## config.mk

```make
export PLATFORM = sky130hd
export DESIGN_NAME = gbk_text_layout_engine
export DESIGN_NICKNAME = d
export VERILOG_FILES = /design/src/design/gtle_pkg.sv /design/src/design/gbk_text_layout_engine.sv /design/src/design/gtle_ctrl.sv /design/src/design/gtle_dp.sv
export SDC_FILE = /design/constraint.sdc
export NUM_CORES = 1
export LEC_CHECK = 0
export BUFFER_PORTS_ARGS = -buffer_cell sky130_fd_sc_hd__buf_2
export CORE_MARGIN = 2
export CORE_UTILIZATION = 45
export CTS_BUF_LIST = sky130_fd_sc_hd__clkbuf_4
export DETAILED_ROUTE_END_ITERATION = 16
export GPL_ROUTABILITY_DRIVEN = 0
export SKIP_CTS_REPAIR_TIMING = 1
export SLEW_MARGIN = 20
export SYNTH_ARGS = -nofsm -noshare
export SYNTH_HDL_FRONTEND = slang
export SYNTH_SLANG_ARGS = --single-unit
```

## constraint.sdc

```tcl
create_clock -name clk_i -period 12 [get_ports clk_i]
set_input_delay 0 -clock clk_i [delete_from_list [all_inputs] [get_ports clk_i]]
set_output_delay 0 -clock clk_i [all_outputs]
set_load 0.02 [all_outputs]
```

## src/design/gtle_pkg.sv

```systemverilog
// ----------------------------------------------------------------------------
// gtle_pkg
// shared types and constants of the gbk text layout engine: payload words,
// register indexes, glyph kinds and controller states
// ----------------------------------------------------------------------------
`default_nettype none

package gtle_pkg;

  // configuration register indexes
  localparam int unsigned CfgIdxW = 3;
  localparam logic [CfgIdxW-1:0] REG_FONT_SIZE     = 3'd0;
  localparam logic [CfgIdxW-1:0] REG_SCREEN_WIDTH  = 3'd1;
  localparam logic [CfgIdxW-1:0] REG_SCREEN_HEIGHT = 3'd2;
  localparam logic [CfgIdxW-1:0] REG_LARGE_BASE    = 3'd3;
  localparam logic [CfgIdxW-1:0] REG_SMALL_BASE    = 3'd4;
  localparam logic [CfgIdxW-1:0] REG_DRAW_MODE     = 3'd5;
  localparam int unsigned CfgDataW = 24;

  // reset values of the configuration registers
  localparam logic [4:0]  FONT_SIZE_RST     = 5'd16;
  localparam logic [7:0]  SCREEN_WIDTH_RST  = 8'd240;
  localparam logic [7:0]  SCREEN_HEIGHT_RST = 8'd240;

  // glyph kinds
  localparam logic [1:0] KIND_ASCII = 2'd0;
  localparam logic [1:0] KIND_GBK   = 2'd1;
  localparam logic [1:0] KIND_BLANK = 2'd2;

  // character codes and gbk table constants
  localparam logic [7:0] CHAR_NUL     = 8'h00;
  localparam logic [7:0] CHAR_CR      = 8'd13;
  localparam logic [7:0] ASCII_MAX    = 8'h80;
  localparam logic [7:0] LEAD_MIN     = 8'h81;
  localparam logic [7:0] TRAIL_MIN    = 8'h40;
  localparam logic [7:0] TRAIL_GAP    = 8'h7f;
  localparam logic [7:0] TRAIL_HI_OFS = 8'h41;
  localparam logic [7:0] CODE_BAD     = 8'hff;
  localparam logic [7:0] ROW_CODES    = 8'd190;
  localparam logic [4:0] LARGE_SIZE   = 5'd16;
  localparam logic [7:0] LARGE_PIX    = 8'd16;
  localparam logic [7:0] SMALL_PIX    = 8'd12;
  localparam logic [5:0] LARGE_BYTES  = 6'd32;
  localparam logic [5:0] SMALL_BYTES  = 6'd24;

  // glyph index within a table: 190 * 125 + 189 fits in 15 bits
  localparam int unsigned GlyphIdxW = 15;

  typedef struct packed {
    logic       begins_string;
    logic [7:0] start_x;
    logic [7:0] start_y;
    logic [7:0] char_byte;
  } in_word_t;

  typedef struct packed {
    logic [1:0]  glyph_kind;
    logic [7:0]  pos_x;
    logic [7:0]  pos_y;
    logic [7:0]  ascii_code;
    logic [23:0] font_address;
    logic [5:0]  glyph_bytes;
  } out_word_t;

  typedef enum logic {
    ST_IDLE,
    ST_CALC
  } ctrl_state_e;

  // controller to datapath
  typedef struct packed {
    logic accept;
    logic load_out;
  } gtle_cmd_t;

  // datapath to controller
  typedef struct packed {
    logic has_result;
    logic out_free;
  } gtle_sts_t;

endpackage

`default_nettype wire

```

## src/design/gbk_text_layout_engine.sv

```systemverilog
// ----------------------------------------------------------------------------
// gbk_text_layout_engine
// turns a mixed ascii / gbk byte string into glyph draw words with cursor
// placement and gbk font flash addresses
//
//   channel   direction  handshake                  word
//   in        input      in_valid_i / in_stall_o    gtle_pkg::in_word_t
//   out       output     out_valid_o / out_stall_i  gtle_pkg::out_word_t
//   cfg       input      cfg_we_i                   cfg_index_i, cfg_data_i
//
// a byte without a draw word leaves the controller idle; a byte with a draw word
// moves it to the address stage for the font address multiply and add, and
// stays there while the word before it still waits on out_stall_i
// the output register frees the input side: a new byte is taken while a
// finished word still waits on out_stall_i
// reset leaves the string stopped until a word with begins_string arrives
// ----------------------------------------------------------------------------
`default_nettype none

module gbk_text_layout_engine (
  input  wire                           clk_i,
  input  wire                           rst_ni,
  input  wire                           cfg_we_i,
  input  wire  [gtle_pkg::CfgIdxW-1:0]  cfg_index_i,
  input  wire  [gtle_pkg::CfgDataW-1:0] cfg_data_i,
  input  wire                           in_valid_i,
  output logic                          in_stall_o,
  input  gtle_pkg::in_word_t            in_data_i,
  output logic                          out_valid_o,
  input  wire                           out_stall_i,
  output gtle_pkg::out_word_t           out_data_o
);
  import gtle_pkg::*;

  gtle_cmd_t cmd;
  gtle_sts_t sts;

  // controller
  gtle_ctrl u_ctrl (
    .clk_i      (clk_i),
    .rst_ni     (rst_ni),
    .in_valid_i (in_valid_i),
    .sts_i      (sts),
    .in_stall_o (in_stall_o),
    .cmd_o      (cmd)
  );

  // datapath
  gtle_dp u_dp (
    .clk_i       (clk_i),
    .rst_ni      (rst_ni),
    .cfg_we_i    (cfg_we_i),
    .cfg_index_i (cfg_index_i),
    .cfg_data_i  (cfg_data_i),
    .in_data_i   (in_data_i),
    .out_stall_i (out_stall_i),
    .cmd_i       (cmd),
    .sts_o       (sts),
    .out_valid_o (out_valid_o),
    .out_data_o  (out_data_o)
  );

endmodule

`default_nettype wire

```

## src/design/gtle_ctrl.sv

```systemverilog
// ----------------------------------------------------------------------------
// gtle_ctrl
// controller: takes a byte, waits for the address stage and hands the word
// to the output register
// ----------------------------------------------------------------------------
`default_nettype none

module gtle_ctrl (
  input  wire                clk_i,
  input  wire                rst_ni,
  input  wire                in_valid_i,
  input  gtle_pkg::gtle_sts_t sts_i,
  output logic               in_stall_o,
  output gtle_pkg::gtle_cmd_t cmd_o
);
  import gtle_pkg::*;

  ctrl_state_e state_q, state_d;

  // state register
  always_ff @(posedge clk_i or negedge rst_ni) begin
    if (!rst_ni) begin
      state_q <= ST_IDLE;
    end else begin
      state_q <= state_d;
    end
  end

  // next state
  always_comb begin
    state_d = state_q;
    unique case (state_q)
      ST_IDLE: begin
        if (in_valid_i && sts_i.has_result) state_d = ST_CALC;
      end
      ST_CALC: begin
        if (sts_i.out_free) state_d = ST_IDLE;
      end
      default: state_d = ST_IDLE;
    endcase
  end

  // outputs
  always_comb begin
    in_stall_o     = 1'b1;
    cmd_o.accept   = 1'b0;
    cmd_o.load_out = 1'b0;
    unique case (state_q)
      ST_IDLE: begin
        in_stall_o   = 1'b0;
        cmd_o.accept = in_valid_i;
      end
      ST_CALC: begin
        cmd_o.load_out = sts_i.out_free;
      end
      default: ;
    endcase
  end

`ifndef ASSERT_OFF
  a_calc_holds: assert property (@(posedge clk_i) disable iff (!rst_ni)
    (state_q == ST_CALC && !sts_i.out_free) |=> state_q == ST_CALC)
    else $error("controller left the address stage without a free output");
  a_no_result_stays_idle: assert property (@(posedge clk_i) disable iff (!rst_ni)
    (state_q == ST_IDLE && in_valid_i && !sts_i.has_result) |=> state_q == ST_IDLE)
    else $error("controller busy after a word without result");
  a_load_only_in_calc: assert property (@(posedge clk_i) disable iff (!rst_ni)
    cmd_o.load_out |-> (state_q == ST_CALC && in_stall_o))
    else $error("output load outside the address stage");
`endif

endmodule

`default_nettype wire

```

## src/design/gtle_dp.sv

```systemverilog
// ----------------------------------------------------------------------------
// gtle_dp
// datapath: configuration registers, text cursor state, gbk index stage,
// font address multiply and output register
// ----------------------------------------------------------------------------
`default_nettype none

module gtle_dp (
  input  wire                              clk_i,
  input  wire                              rst_ni,
  input  wire                              cfg_we_i,
  input  wire  [gtle_pkg::CfgIdxW-1:0]     cfg_index_i,
  input  wire  [gtle_pkg::CfgDataW-1:0]    cfg_data_i,
  input  gtle_pkg::in_word_t               in_data_i,
  input  wire                              out_stall_i,
  input  gtle_pkg::gtle_cmd_t              cmd_i,
  output gtle_pkg::gtle_sts_t              sts_o,
  output logic                             out_valid_o,
  output gtle_pkg::out_word_t              out_data_o
);
  import gtle_pkg::*;

  // configuration registers
  logic [4:0]  font_size_q;
  logic [7:0]  screen_width_q, screen_height_q;
  logic [23:0] large_base_q, small_base_q;

  // cursor state
  logic [7:0] cursor_x_q, cursor_x_d, cursor_y_q, cursor_y_d;
  logic [7:0] lead_byte_q, lead_byte_d;
  logic       lead_pending_q, lead_pending_d;
  logic       skip_next_q, skip_next_d;
  logic       stopped_q, stopped_d;

  // address stage
  logic [1:0]           st_kind_q, st_kind_d;
  logic [7:0]           st_x_q, st_x_d, st_y_q, st_y_d, st_code_q, st_code_d;
  logic [GlyphIdxW-1:0] st_idx_q, st_idx_d;
  logic [5:0]           st_bytes_q;
  logic [23:0]          st_base_q;

  // output register
  logic      out_valid_q, out_valid_d;
  out_word_t out_q, out_d;

  // per byte working values
  logic [7:0] size_pix, half_pix, wrap_w, cx0, cy0, cxw, cyw, trail_ofs;
  logic       lp0, sk0, st0, wrap_hit, stop_hit, bad_code, has_res;
  logic [5:0] nbytes;
  logic [23:0] base_sel;
  logic [GlyphIdxW-1:0] row_part;
  logic [20:0] prod;

  // configuration writes; draw mode only matters downstream and is not kept
  always_ff @(posedge clk_i or negedge rst_ni) begin
    if (!rst_ni) begin
      font_size_q     <= FONT_SIZE_RST;
      screen_width_q  <= SCREEN_WIDTH_RST;
      screen_height_q <= SCREEN_HEIGHT_RST;
      large_base_q    <= '0;
      small_base_q    <= '0;
    end else if (cfg_we_i) begin
      unique case (cfg_index_i)
        REG_FONT_SIZE:     font_size_q     <= cfg_data_i[4:0];
        REG_SCREEN_WIDTH:  screen_width_q  <= cfg_data_i[7:0];
        REG_SCREEN_HEIGHT: screen_height_q <= cfg_data_i[7:0];
        REG_LARGE_BASE:    large_base_q    <= cfg_data_i;
        REG_SMALL_BASE:    small_base_q    <= cfg_data_i;
        REG_DRAW_MODE:     ;
        default:           ;
      endcase
    end
  end

  // font size selection
  assign size_pix = (font_size_q == LARGE_SIZE) ? LARGE_PIX : SMALL_PIX;
  assign half_pix = size_pix >> 1;
  assign nbytes   = (font_size_q == LARGE_SIZE) ? LARGE_BYTES : SMALL_BYTES;
  assign base_sel = (font_size_q == LARGE_SIZE) ? large_base_q : small_base_q;

  // start of string overrides the cursor and flags
  assign cx0 = in_data_i.begins_string ? in_data_i.start_x : cursor_x_q;
  assign cy0 = in_data_i.begins_string ? in_data_i.start_y : cursor_y_q;
  assign lp0 = in_data_i.begins_string ? 1'b0 : lead_pending_q;
  assign sk0 = in_data_i.begins_string ? 1'b0 : skip_next_q;
  assign st0 = in_data_i.begins_string ? 1'b0 : stopped_q;

  // line wrap and screen bottom tests, done on 9 bits without sign
  assign wrap_w   = lp0 ? size_pix : half_pix;
  assign wrap_hit = ({1'b0, cx0} + {1'b0, wrap_w}) > {1'b0, screen_width_q};
  assign cxw      = wrap_hit ? 8'd0 : cx0;
  assign cyw      = wrap_hit ? cy0 + size_pix : cy0;
  assign stop_hit = ({1'b0, cyw} + {1'b0, size_pix}) > {1'b0, screen_height_q};

  // gbk code check and glyph index
  assign bad_code = (lead_byte_q < LEAD_MIN) || (lead_byte_q == CODE_BAD) ||
                    (in_data_i.char_byte < TRAIL_MIN) ||
                    (in_data_i.char_byte == TRAIL_GAP) ||
                    (in_data_i.char_byte == CODE_BAD);
  assign trail_ofs = (in_data_i.char_byte < TRAIL_GAP) ?
                     in_data_i.char_byte - TRAIL_MIN :
                     in_data_i.char_byte - TRAIL_HI_OFS;
  assign row_part  = GlyphIdxW'(lead_byte_q - LEAD_MIN) * GlyphIdxW'(ROW_CODES);

  // byte decode and cursor update
  always_comb begin
    cursor_x_d     = cx0;
    cursor_y_d     = cy0;
    lead_byte_d    = lead_byte_q;
    lead_pending_d = lp0;
    skip_next_d    = sk0;
    stopped_d      = st0;
    has_res        = 1'b0;
    st_kind_d      = KIND_ASCII;
    st_x_d         = cxw;
    st_y_d         = cyw;
    st_code_d      = in_data_i.char_byte;
    st_idx_d       = row_part + GlyphIdxW'(trail_ofs);
    if (!st0) begin
      if (in_data_i.char_byte == CHAR_NUL) begin
        stopped_d      = 1'b1;
        lead_pending_d = 1'b0;
        skip_next_d    = 1'b0;
      end else if (sk0) begin
        skip_next_d = 1'b0;
      end else if (lp0) begin
        // trail byte of a gbk pair
        lead_pending_d = 1'b0;
        cursor_x_d     = cxw;
        cursor_y_d     = cyw;
        if (stop_hit) begin
          stopped_d   = 1'b1;
          skip_next_d = 1'b0;
        end else begin
          has_res    = 1'b1;
          st_kind_d  = bad_code ? KIND_BLANK : KIND_GBK;
          st_code_d  = 8'd0;
          cursor_x_d = cxw + size_pix;
        end
      end else if (in_data_i.char_byte > ASCII_MAX) begin
        lead_byte_d    = in_data_i.char_byte;
        lead_pending_d = 1'b1;
      end else begin
        cursor_x_d = cxw;
        cursor_y_d = cyw;
        if (stop_hit) begin
          stopped_d = 1'b1;
        end else if (in_data_i.char_byte == CHAR_CR) begin
          // new line, the byte after it is dropped
          cursor_y_d  = cyw + size_pix;
          cursor_x_d  = 8'd0;
          skip_next_d = 1'b1;
        end else begin
          has_res    = 1'b1;
          cursor_x_d = cxw + half_pix;
        end
      end
    end
  end

  // cursor state registers
  always_ff @(posedge clk_i or negedge rst_ni) begin
    if (!rst_ni) begin
      cursor_x_q     <= '0;
      cursor_y_q     <= '0;
      lead_byte_q    <= '0;
      lead_pending_q <= 1'b0;
      skip_next_q    <= 1'b0;
      stopped_q      <= 1'b1;
    end else if (cmd_i.accept) begin
      cursor_x_q     <= cursor_x_d;
      cursor_y_q     <= cursor_y_d;
      lead_byte_q    <= lead_byte_d;
      lead_pending_q <= lead_pending_d;
      skip_next_q    <= skip_next_d;
      stopped_q      <= stopped_d;
    end
  end

  // address stage registers
  always_ff @(posedge clk_i) begin
    if (cmd_i.accept) begin
      st_kind_q  <= st_kind_d;
      st_x_q     <= st_x_d;
      st_y_q     <= st_y_d;
      st_code_q  <= st_code_d;
      st_idx_q   <= st_idx_d;
      st_bytes_q <= nbytes;
      st_base_q  <= base_sel;
    end
  end

  // font address of a gbk glyph: index times bitmap length plus table base; zero for other kinds
  assign prod = 21'(st_idx_q) * 21'(st_bytes_q);

  always_comb begin
    out_d.glyph_kind   = st_kind_q;
    out_d.pos_x        = st_x_q;
    out_d.pos_y        = st_y_q;
    out_d.ascii_code   = st_code_q;
    out_d.font_address = (st_kind_q == KIND_GBK) ? st_base_q + 24'(prod) : 24'd0;
    out_d.glyph_bytes  = st_bytes_q;
  end

  // output register
  always_comb begin
    out_valid_d = out_valid_q;
    if (cmd_i.load_out) begin
      out_valid_d = 1'b1;
    end else if (!out_stall_i) begin
      out_valid_d = 1'b0;
    end
  end

  always_ff @(posedge clk_i or negedge rst_ni) begin
    if (!rst_ni) begin
      out_valid_q <= 1'b0;
    end else begin
      out_valid_q <= out_valid_d;
    end
  end

  always_ff @(posedge clk_i) begin
    if (cmd_i.load_out) begin
      out_q <= out_d;
    end
  end

  assign sts_o.has_result = has_res;
  assign sts_o.out_free   = !out_valid_q || !out_stall_i;
  assign out_valid_o      = out_valid_q;
  assign out_data_o       = out_q;

`ifndef ASSERT_OFF
  a_stopped_clean: assert property (@(posedge clk_i) disable iff (!rst_ni)
    stopped_q |-> (!lead_pending_q && !skip_next_q))
    else $error("stopped string still holds a lead or skip flag");
  a_lead_skip_excl: assert property (@(posedge clk_i) disable iff (!rst_ni)
    !(lead_pending_q && skip_next_q))
    else $error("lead byte pending while skipping");
  a_load_sets_valid: assert property (@(posedge clk_i) disable iff (!rst_ni)
    cmd_i.load_out |=> out_valid_q)
    else $error("output load lost");
  a_no_load_when_full: assert property (@(posedge clk_i) disable iff (!rst_ni)
    (out_valid_q && out_stall_i) |-> !cmd_i.load_out)
    else $error("output overwritten while stalled");
`endif

endmodule

`default_nettype wire
```

* Word-level counts from Yosys, hierarchy flattened
Cells that the tools add are included.
Storage, ports and cells: memory bits (read-only) 0, memories 0, bits of input ports 57, register bits 225, bits in writable memories 0, logic and storage cells 145, output and inout bits 58, bits in latches 0
Operators by class: multiply operators 2, shifts and indexed selects 0, muxes and demuxes 67, $lt $le $gt $ge 6, add/subtract/negate cells 11, bitwise operators 5, reduce and logical (&&, ||, !) cells 17, equal/unequal tests 11, divide/modulo/power cells 0
Operators by type and width (number):
- $mux W8 | 26
- $mux W1 | 36
- $add A24 B21 Y24 | 1
- $add A8 B8 Y8 | 3
- $mux W24 | 1
- $mul A15 B6 Y21 | 1
- $add A8 B8 Y9 | 2
- $gt A9 B8 Y1 | 2
- $eq A8 B8 Y1 const B | 2
- $lt A8 B7 Y1 const B | 2
- $sub A8 B7 Y8 const B | 2
- $add A15 B8 Y15 | 1
- $mul A15 B7 Y14 const B | 1
- $reduce_and A2 Y1 | 5
- $sub A8 B8 Y9 const B | 1
- $add A8 B7 Y8 | 1
- $eq A8 B4 Y1 const B | 1
- $eq A8 B7 Y1 const B | 1
- $gt A8 B8 Y1 const B | 1
- $logic_not A8 Y1 | 1
- $lt A8 B8 Y1 const B | 1
- $eq A3 B2 Y1 const B | 2
- $mux W6 | 1
- $reduce_and A6 Y1 | 1
- 14 further kinds | 23

* Logic depth before layout (Yosys ltp)
Gate-level depths: netlist of run 1.
depth after elaboration 17, mapped depth 39, mapped depth without buffers 33

* Modules after synthesis
A second synthesis of run 1 with hierarchy kept.
Second synthesis, totals: cells, all modules 1390, area total of the unflattened synthesis 14507.7 um^2
Modules (own cells, without submodules):
- gtle_dp | area an instance 14455.1 um^2, cells an instance 1385, times used 1, sequential area each 6013.3 um^2
- gtle_ctrl | area an instance 52.6 um^2, cells an instance 5, times used 1, sequential area each 25.0 um^2

* Worst setup path after synthesis of run 1
Ideal clock, no wire load.
kind register to register, start register u_dp.font_size_q[1], end register u_dp.st_code_q[0] (data pin), path buffers 5, library setup time 255 ps, setup slack 4292 ps, clock period less this slack 7708 ps, stages on the path, launching flop included 37, data arrival time 7454 ps, data required time 11745 ps, path through dfrtp_1 -> nor4_4 -> nand2_1 -> buf_4 -> inv_1 -> clkbuf_1 -> clkbuf_1 -> nor2_1 -> ha_1 -> nand2_1 -> mux2i_1 -> a211oi_2 -> and2b_1 -> nor2_1 -> nor2_1 -> xnor2_1 -> ha_1 -> nand4_1 -> a21oi_1 -> o41ai_1 -> o211ai_2 -> buf_2 -> clkbuf_1 -> nand2_1 -> xnor2_1 -> ha_1 -> a31o_2 -> a31oi_1 -> xnor2_1 -> ha_1 -> a21oi_1 -> a21boi_0 -> o31ai_1 -> o31ai_2 -> or3_1 -> or3b_4 -> and2_1
On the way: word-level cells in the longest chain between the ends 13, elaborated cells between the ends (all ways) 14, classes of those cells add/sub: 3; order compare: 2; eq/ne: 1; mux: 8
Ends and longest elaborated chain:
- start, declared | RTL line gtle_dp.sv:24 | logic [4:0] font_size_q;
- start signal, assigned | RTL line gtle_dp.sv:64 | REG_FONT_SIZE: font_size_q <= cfg_data_i[4:0];
- $eq A5 B5 Y1 (*) | RTL line gtle_dp.sv:76 | assign size_pix = (font_size_q == LARGE_SIZE) ? LARGE_PIX : SMALL_PIX;
- $mux W5 (*) | RTL line gtle_dp.sv:76
- $mux W8 | RTL line gtle_dp.sv:89 | assign wrap_w = lp0 ? size_pix : half_pix;
- $add A8 B8 Y9 | RTL line gtle_dp.sv:90 | assign wrap_hit = ({1'b0, cx0} + {1'b0, wrap_w}) > {1'b0, screen_width_q};
- $gt A9 B8 Y1 | RTL line gtle_dp.sv:90
- $mux W8 (*) | RTL line gtle_dp.sv:92 | assign cyw = wrap_hit ? cy0 + size_pix : cy0;
- net u_dp.cyw[4] | RTL line gtle_dp.sv:47 | logic [7:0] size_pix, half_pix, wrap_w, cx0, cy0, cxw, cyw, trail_ofs;
- $add A8 B8 Y9 (*) | RTL line gtle_dp.sv:93 | assign stop_hit = ({1'b0, cyw} + {1'b0, size_pix}) > {1'b0, screen_height_q};
- $gt A9 B8 Y1 (*) | RTL line gtle_dp.sv:93
- $mux W8 (*) | RTL line gtle_dp.sv:131 | if (stop_hit) begin
- $mux W8 (*) | RTL line gtle_dp.sv:126 | end else if (lp0) begin
- $mux W8 (*) | RTL line gtle_dp.sv:124 | end else if (sk0) begin
- $mux W8 (*) | RTL line gtle_dp.sv:120 | if (in_data_i.char_byte == CHAR_NUL) begin
- $mux W8 (*) | RTL line gtle_dp.sv:119 | if (!st0) begin
- net u_dp.st_code_d[0] | RTL line gtle_dp.sv:37 | logic [7:0] st_x_q, st_x_d, st_y_q, st_y_d, st_code_q, st_code_d;
- end signal, assigned | RTL line gtle_dp.sv:186 | st_code_q <= st_code_d;
- end, declared | RTL line gtle_dp.sv:37
Mark *: on every way through the listed nets, which the timed path passes. The rest lies on a longest branch. A chain may end at the register's enable or synchronous reset.

* Worst setup path after layout of run 1
start register u_dp.font_size_q[1], end register u_dp.st_code_q[6] (data pin)
Same word-level chain as after synthesis.

==> results.yml, run 1 <==
clock_tree:
  clockBufferDepth: 3
  cts_max_level: 2
  cts_tree: "built"
  clkLatencyLatePin_ps: 700
  cts_made_buffers: 60
  clock-root-buffer: "clkbuf_4"
  clock_sinks: 217
  clk_pin_slew_ps: 70
layout:
  nets: 1821
  drive_above_1_share_pct: 20.07
  synthToLayoutAreaGrowth_pct: 17.11
  postLayoutCellArea_um2: 16840
timing:
  max_freq_mhz: 123.9
  report.final.setup_viol: 0
  finClkSkew_ps: 41.63
  hold_viol_final: 1
  finalCritPeriodShare_pct: 67.27
  slew_headroom_pct: 38.41
  tightest_slew_ps: 920.4
  slew_viol_final: 0
  setup-tns-final_ps: 0
  hold_ws_ps: -18.31
  rsz0062_at_grt: "no"
  min_period_ps: 8073
global_routing:
  grtUsageTotal_pct: 19.81
  grt_pass1_vias: 10410
  grt_pass1_wl_mm: 52.56
  grt_max_degree: 63
  grt_antenna_before_repair: 1
  grt.overflow.total: 0
setup_path:
  crit_path_end_kind: "flip-flop"
  arrival_ps: 8530
  cp-start-kind: "flip-flop"
  critPathLaunch: "u_dp.font_size_q[1]"
  critPathMaxStageDelay_ps: 550
  cp_max_fo: 39
  r2r-start: "u_dp.font_size_q[1]"
  crit_slowest_cell: "o31ai_1"
  required_ps: 12460
  critPathKind: "reg -> reg"
status:
  status: "finished with violations"
  violations: "hold timing"
logic_synthesis:
  synth_top_area_share_pct: 24.85
  synth_common_cells: "181 x inv_1, 173 x nand2_1, 125 x ha_1"
  synth.avg_cell_area_um2: 10.54
  synthCells: 1364
  synth_edf_count: 119
  yosysWarnings: 0
  synth-seq-cells: 217
  yosysUniqueCellTypes: 83
  syn_area_um2: 14380
  yosysMostFrequentCell: "inv_1"
  synth_top_area_cell: "edfxtp_1"
  ys_top_cells_by_area: "edfxtp_1 25%, dfrtp_1 15%, ha_1 11%, fa_1 8.4%, mux2_2 5.3%"
  async_flop_share_pct: 45.16
  synth_flop_cell: "edfxtp_1"
  synth-seq-area-share_pct: 41.99
die:
  io_pins: 115
  initial_core_util_pct: 45.68
  dieArea_um2: 33400
  coreArea_um2: 31470
  num_rows: 65
  fp.dieW_um: 182.8
  die_h_um: 182.8
place:
  dp.final_hpwl_mm: 24.05
  io_buffers: 111
  place_area_um2: 15390
worst_hold_path:
  hp-class: "in -> reg"
  hp-start: "cfg_we_i"
detailed_routing:
  initialDrtViolationCount: 539
  vias: 10570
  ant_nets: 0
  drc: 0
  routedWlPerCell_um: 16.37
  firstDrtPassIters: 5
  vias_per_cell: 5.199
  wirelength_mm: 33.29
run:
  maxCapViolations: 0
layout by cell type, fill, tap and decap left out, types with 5 or more instances in the layout:
cell / instances
mux2_2: 68
nor3_1: 18
ha_1: 125
and3_1: 6
nor2_1: 75
mux2i_1: 11
nand4_1: 6
a31oi_1: 7
clkbuf_4: 95
o21a_1: 5
edfxtp_1: 119
o211ai_1: 5
xnor2_1: 51
nand3_1: 22
dlygate4sd3_1: 62
o21ai_0: 56
a221oi_1: 5
dfstp_2: 10
fa_1: 60
clkinv_2: 5
o31ai_1: 5
buf_2: 110
inv_1: 180
a21o_1: 18
buf_4: 12
nand2_1: 173
nor2b_1: 17
o21bai_1: 10
nand2b_1: 13
a211oi_1: 6
dfrtp_1: 88
xor2_1: 25
clkinv_1: 10
or2_2: 5
and2_1: 18
a21oi_1: 49
cell families after synthesis:
kind of cell / count (synthesis) / share of synthesized area (%)
other cells: 1 / 0.02608
fa+ha+maj: 186 / 19.30
buf+inv: 215 / 5.839
xor+xnor: 76 / 4.629
flops: 217 / 41.99
compound gates: 209 / 9.598
simple gates: 377 / 12.08
mux: 83 / 6.535
state kept, by name, indices dropped and copies added (netlist names), 2 cells and up:
signal and count:
u_dp.out_data_o 52, u_dp.large_base_q 24, u_dp.small_base_q 24, u_dp.st_base_q 24
u_dp.st_idx_q 15, u_dp.cursor_x_q 8, u_dp.cursor_y_q 8, u_dp.lead_byte_q 8
u_dp.screen_height_q 8, u_dp.screen_width_q 8, u_dp.st_code_q 8, u_dp.st_x_q 8
u_dp.st_y_q 8, u_dp.font_size_q 5, u_dp.st_bytes_q 2, u_dp.st_kind_q 2
final timing paths:
check | endpoint | slack [ps] | depth (start not counted)
setup / recovery | u_dp.st_code_q[6] | 3930 | 33
hold / removal | u_dp.screen_width_q[4] | -20 | 6
setup reg to reg | u_dp.st_code_q[6] | 3930 | 33
hold reg to reg | u_dp.out_data_o[34] | 420 | 0
max in group asynchronous | u_dp.small_base_q[13] | 10830 | 4
min in group asynchronous | u_dp.stopped_q | 500 | 3
per-stage QoR:
stage / hold WS (ps) / util (%) / setup slack [ps] / instances
4_1_cts: -659.7 / 51.41 / 4017 / 1968
3_5_place_dp: 126.0 / 48.89 / 4067 / 1856
6_report: -18.31 / 53.50 / 3927 / 2033
3_3_place_gp: 126.3 / 48.89 / 4273 / 1856
5_1_grt: 6.237 / 53.50 / 3280 / 2033
2_1_floorplan: -295.6 / - / 4292 / 1366
area by class of cell:
type	count	area [um^2]
antenna	2	5.005
sequential	217	6038
timing repair buffer	185	1289
clock inverter	17	78.83
clock buffer	95	713.2
tap	402	503.0
fill	2817	14640
multi-input combinational	934	7531
inverter	181	680.7
routing by layer:
metal  vias to the layer above  share of wire (%)  GRT usage [%]
li1                       5126                  -              -
met1                      5113                 44          24.96
met2                       271                 50          34.72
met3                        59                4.4          3.118
met4                         0                2.4          6.839
met5                         -                  0              0
worst max-delay path, delay by kind of cell, from the launching register on:
kind	cells	cell delay (ps)
flops	1	400
mux	2	450
compound gates	9	2160
buf+inv	4	860
fa+ha+maj	4	1130
simple gates	10	2090
xor+xnor	4	750
Power of run 1 is left out: the tool's default activity adds up to more than one toggle a clock period on the data nets, which glitch-free logic cannot reach.
==> run 2: changes to the inputs <==
PLACE_DENSITY = 0.65   (was not set)
clock period = 6.8 ns   (was 12 ns; I/O delays follow)
==> run 2 against run 1 <==
  * The flow now finishes without violations
  * Die area unchanged
  * Utilization increased by 1.7 points
  * First-iteration DRC count is 28% higher
  * Global-route usage up 0.62 points
  * Clock skew rose by 15 ps
  * Sequential cell count is the same
  * Clock-buffer cell count fell by 12
  * Critical path type unchanged
  * Largest cell class unchanged
==> results.yml, run 2 (same netlist as run 1, synthesis figures left out) <==
layout:
  synthToLayoutAreaGrowth_pct: 20.75
  largest_reg_flops: 52
  drive_above_1_share_pct: 23.75
  nets: 1846
  nFillCells: 2749
  mostFrequentLayoutCells: "178 x inv_1, 170 x nand2_1, 121 x ha_1"
  final_common_cell: "inv_1"
  postLayoutCellArea_um2: 17360
detailed_routing:
  routedWlPerCell_um: 16.65
  vias: 10840
  firstDrtPassIters: 6
  ant_nets: 0
  vias_per_cell: 5.265
  drc: 0
  wirelength_mm: 34.29
  initialDrtViolationCount: 689
die:
  io_pins: 115
  initial_core_util_pct: 45.68
  die_h_um: 182.8
  num_rows: 65
  coreArea_um2: 31470
  fp.dieW_um: 182.8
  dieArea_um2: 33400
global_routing:
  grt_pass1_wl_mm: 54.11
  grtUsageTotal_pct: 20.43
  grt_antenna_before_repair: 2
  grt_max_degree: 83
  grt_pass1_vias: 10840
  grt.overflow.total: 0
worst_hold_path:
  hold_depth: 4
  hp-class: "in -> reg"
  hp-start: "in_data_i[24]"
  min_delay_worst_endpoint: "u_dp.stopped_q"
setup_path:
  crit_path_end_kind: "flip-flop"
  reg2regPathDepth: 29
  r2r-start: "u_dp.font_size_q[2]"
  critPathKind: "reg -> reg"
  crit_buf_inv: 2
  cp-start-kind: "flip-flop"
  crit_slowest_cell: "or3b_4"
  path_delay_family: "compound AO/OA/AOI/OAI gates"
  cp_max_fo: 6
  arrival_ps: 7160
  reg2reg_slack_ps: 90
  critPathMaxStageDelay_ps: 420
  required_ps: 7250
  r2r-end: "u_dp.st_code_q[6]"
clock_tree:
  clkLatencyLatePin_ps: 700
  clockBufferDepth: 3
  cts_max_level: 2
  cts_tree: "built"
  cts_made_buffers: 61
  clock_sinks: 217
  clk_pin_slew_ps: 60
  clock-root-buffer: "clkbuf_4"
timing:
  tightest_slew_ps: 975.5
  slew_headroom_pct: 34.72
  rsz0062_at_grt: "yes"
  finalCritPeriodShare_pct: 98.67
  finClkSkew_ps: 57.01
  hold_viol_final: 0
  min_period_ps: 6709
  report.final.setup_viol: 0
  slew_viol_final: 0
  max_freq_mhz: 149.0
place:
  io_buffers: 111
  place_area_um2: 15660
  dp.final_hpwl_mm: 24.72
status:
  status: "complete, no violations"
run:
  maxCapViolations: 0
## run 2: cell count changes in the layout (fill, tap and decap cells not counted), moves of 5 or more
cell           change
buf_6              +5
clkbuf_4          -12
a21oi_1            -6
o21ai_1            +5
clkinv_1          +11
dlygate4sd3_1      -7
buf_4             +25
o21ai_0            -6
xnor2_1            -6
## run 2: worst max-delay path by stage
stage	cells past startpoint	endpoint	slack (ps)	startpoint
after global placement	32	u_dp.st_code_q[1]	40	u_dp.font_size_q[2]
after detailed placement	28	u_dp.st_code_q[6]	-220	u_dp.font_size_q[2]
after CTS	28	u_dp.st_code_q[6]	-280	u_dp.font_size_q[2]
after global routing	32	u_dp.st_code_q[0]	-230	u_dp.font_size_q[2]
final	29	u_dp.st_code_q[6]	90	u_dp.font_size_q[2]
after floorplan	33	u_dp.st_code_q[0]	-80	u_dp.font_size_q[2]
## run 2: layout make-up
class                      count  area, um^2  share of cell area (%)
multi-input combinational    934        7859                   45.26
inverter                     181       683.2                   3.935
timing repair buffer         209        1470                   8.467
sequential                   217        6038                   34.78
antenna                        2       5.005                 0.02882
clock buffer                  83       623.1                   3.589
clock inverter                31       181.4                   1.045
tap                          402       503.0                   2.897
## run 2: metrics by stage
step	util, %	hold WS [ps]	TNS, ps	cells	setup WS (ps)
global placement	49.76	-107.4	0	1875	41.04
global route	55.17	25.09	-2648	2059	-234.9
CTS	52.31	-874.5	-2787	1989	-283.7
detailed placement	49.76	-106.0	-1777	1875	-221.8
floorplan	-	-295.6	-300.6	1366	-75.14
finish	55.17	9.714	0	2059	90.53
## run 2: worst register-to-register path, delay by kind of cell, from the launching register on
kind                       cells  cell delay (ps)
AOI/OAI and AO/OA             10             2020
and+or+nand+nor                9             1960
xor gates and xnor gates       4              580
buffers and inverters          2              360
adders and majority gates      4             1140
DFF                            1              400
## run 2: per-layer routing
metal	vias up	global-route usage [%]	part of all wire (%)
met5	-	0	0
met2	380	35.98	50
met3	95	3.971	6.6
met1	5192	24.93	41
met4	0	7.452	3.0
li1	5173	-	-
Power of run 2 is left out for the same reason.
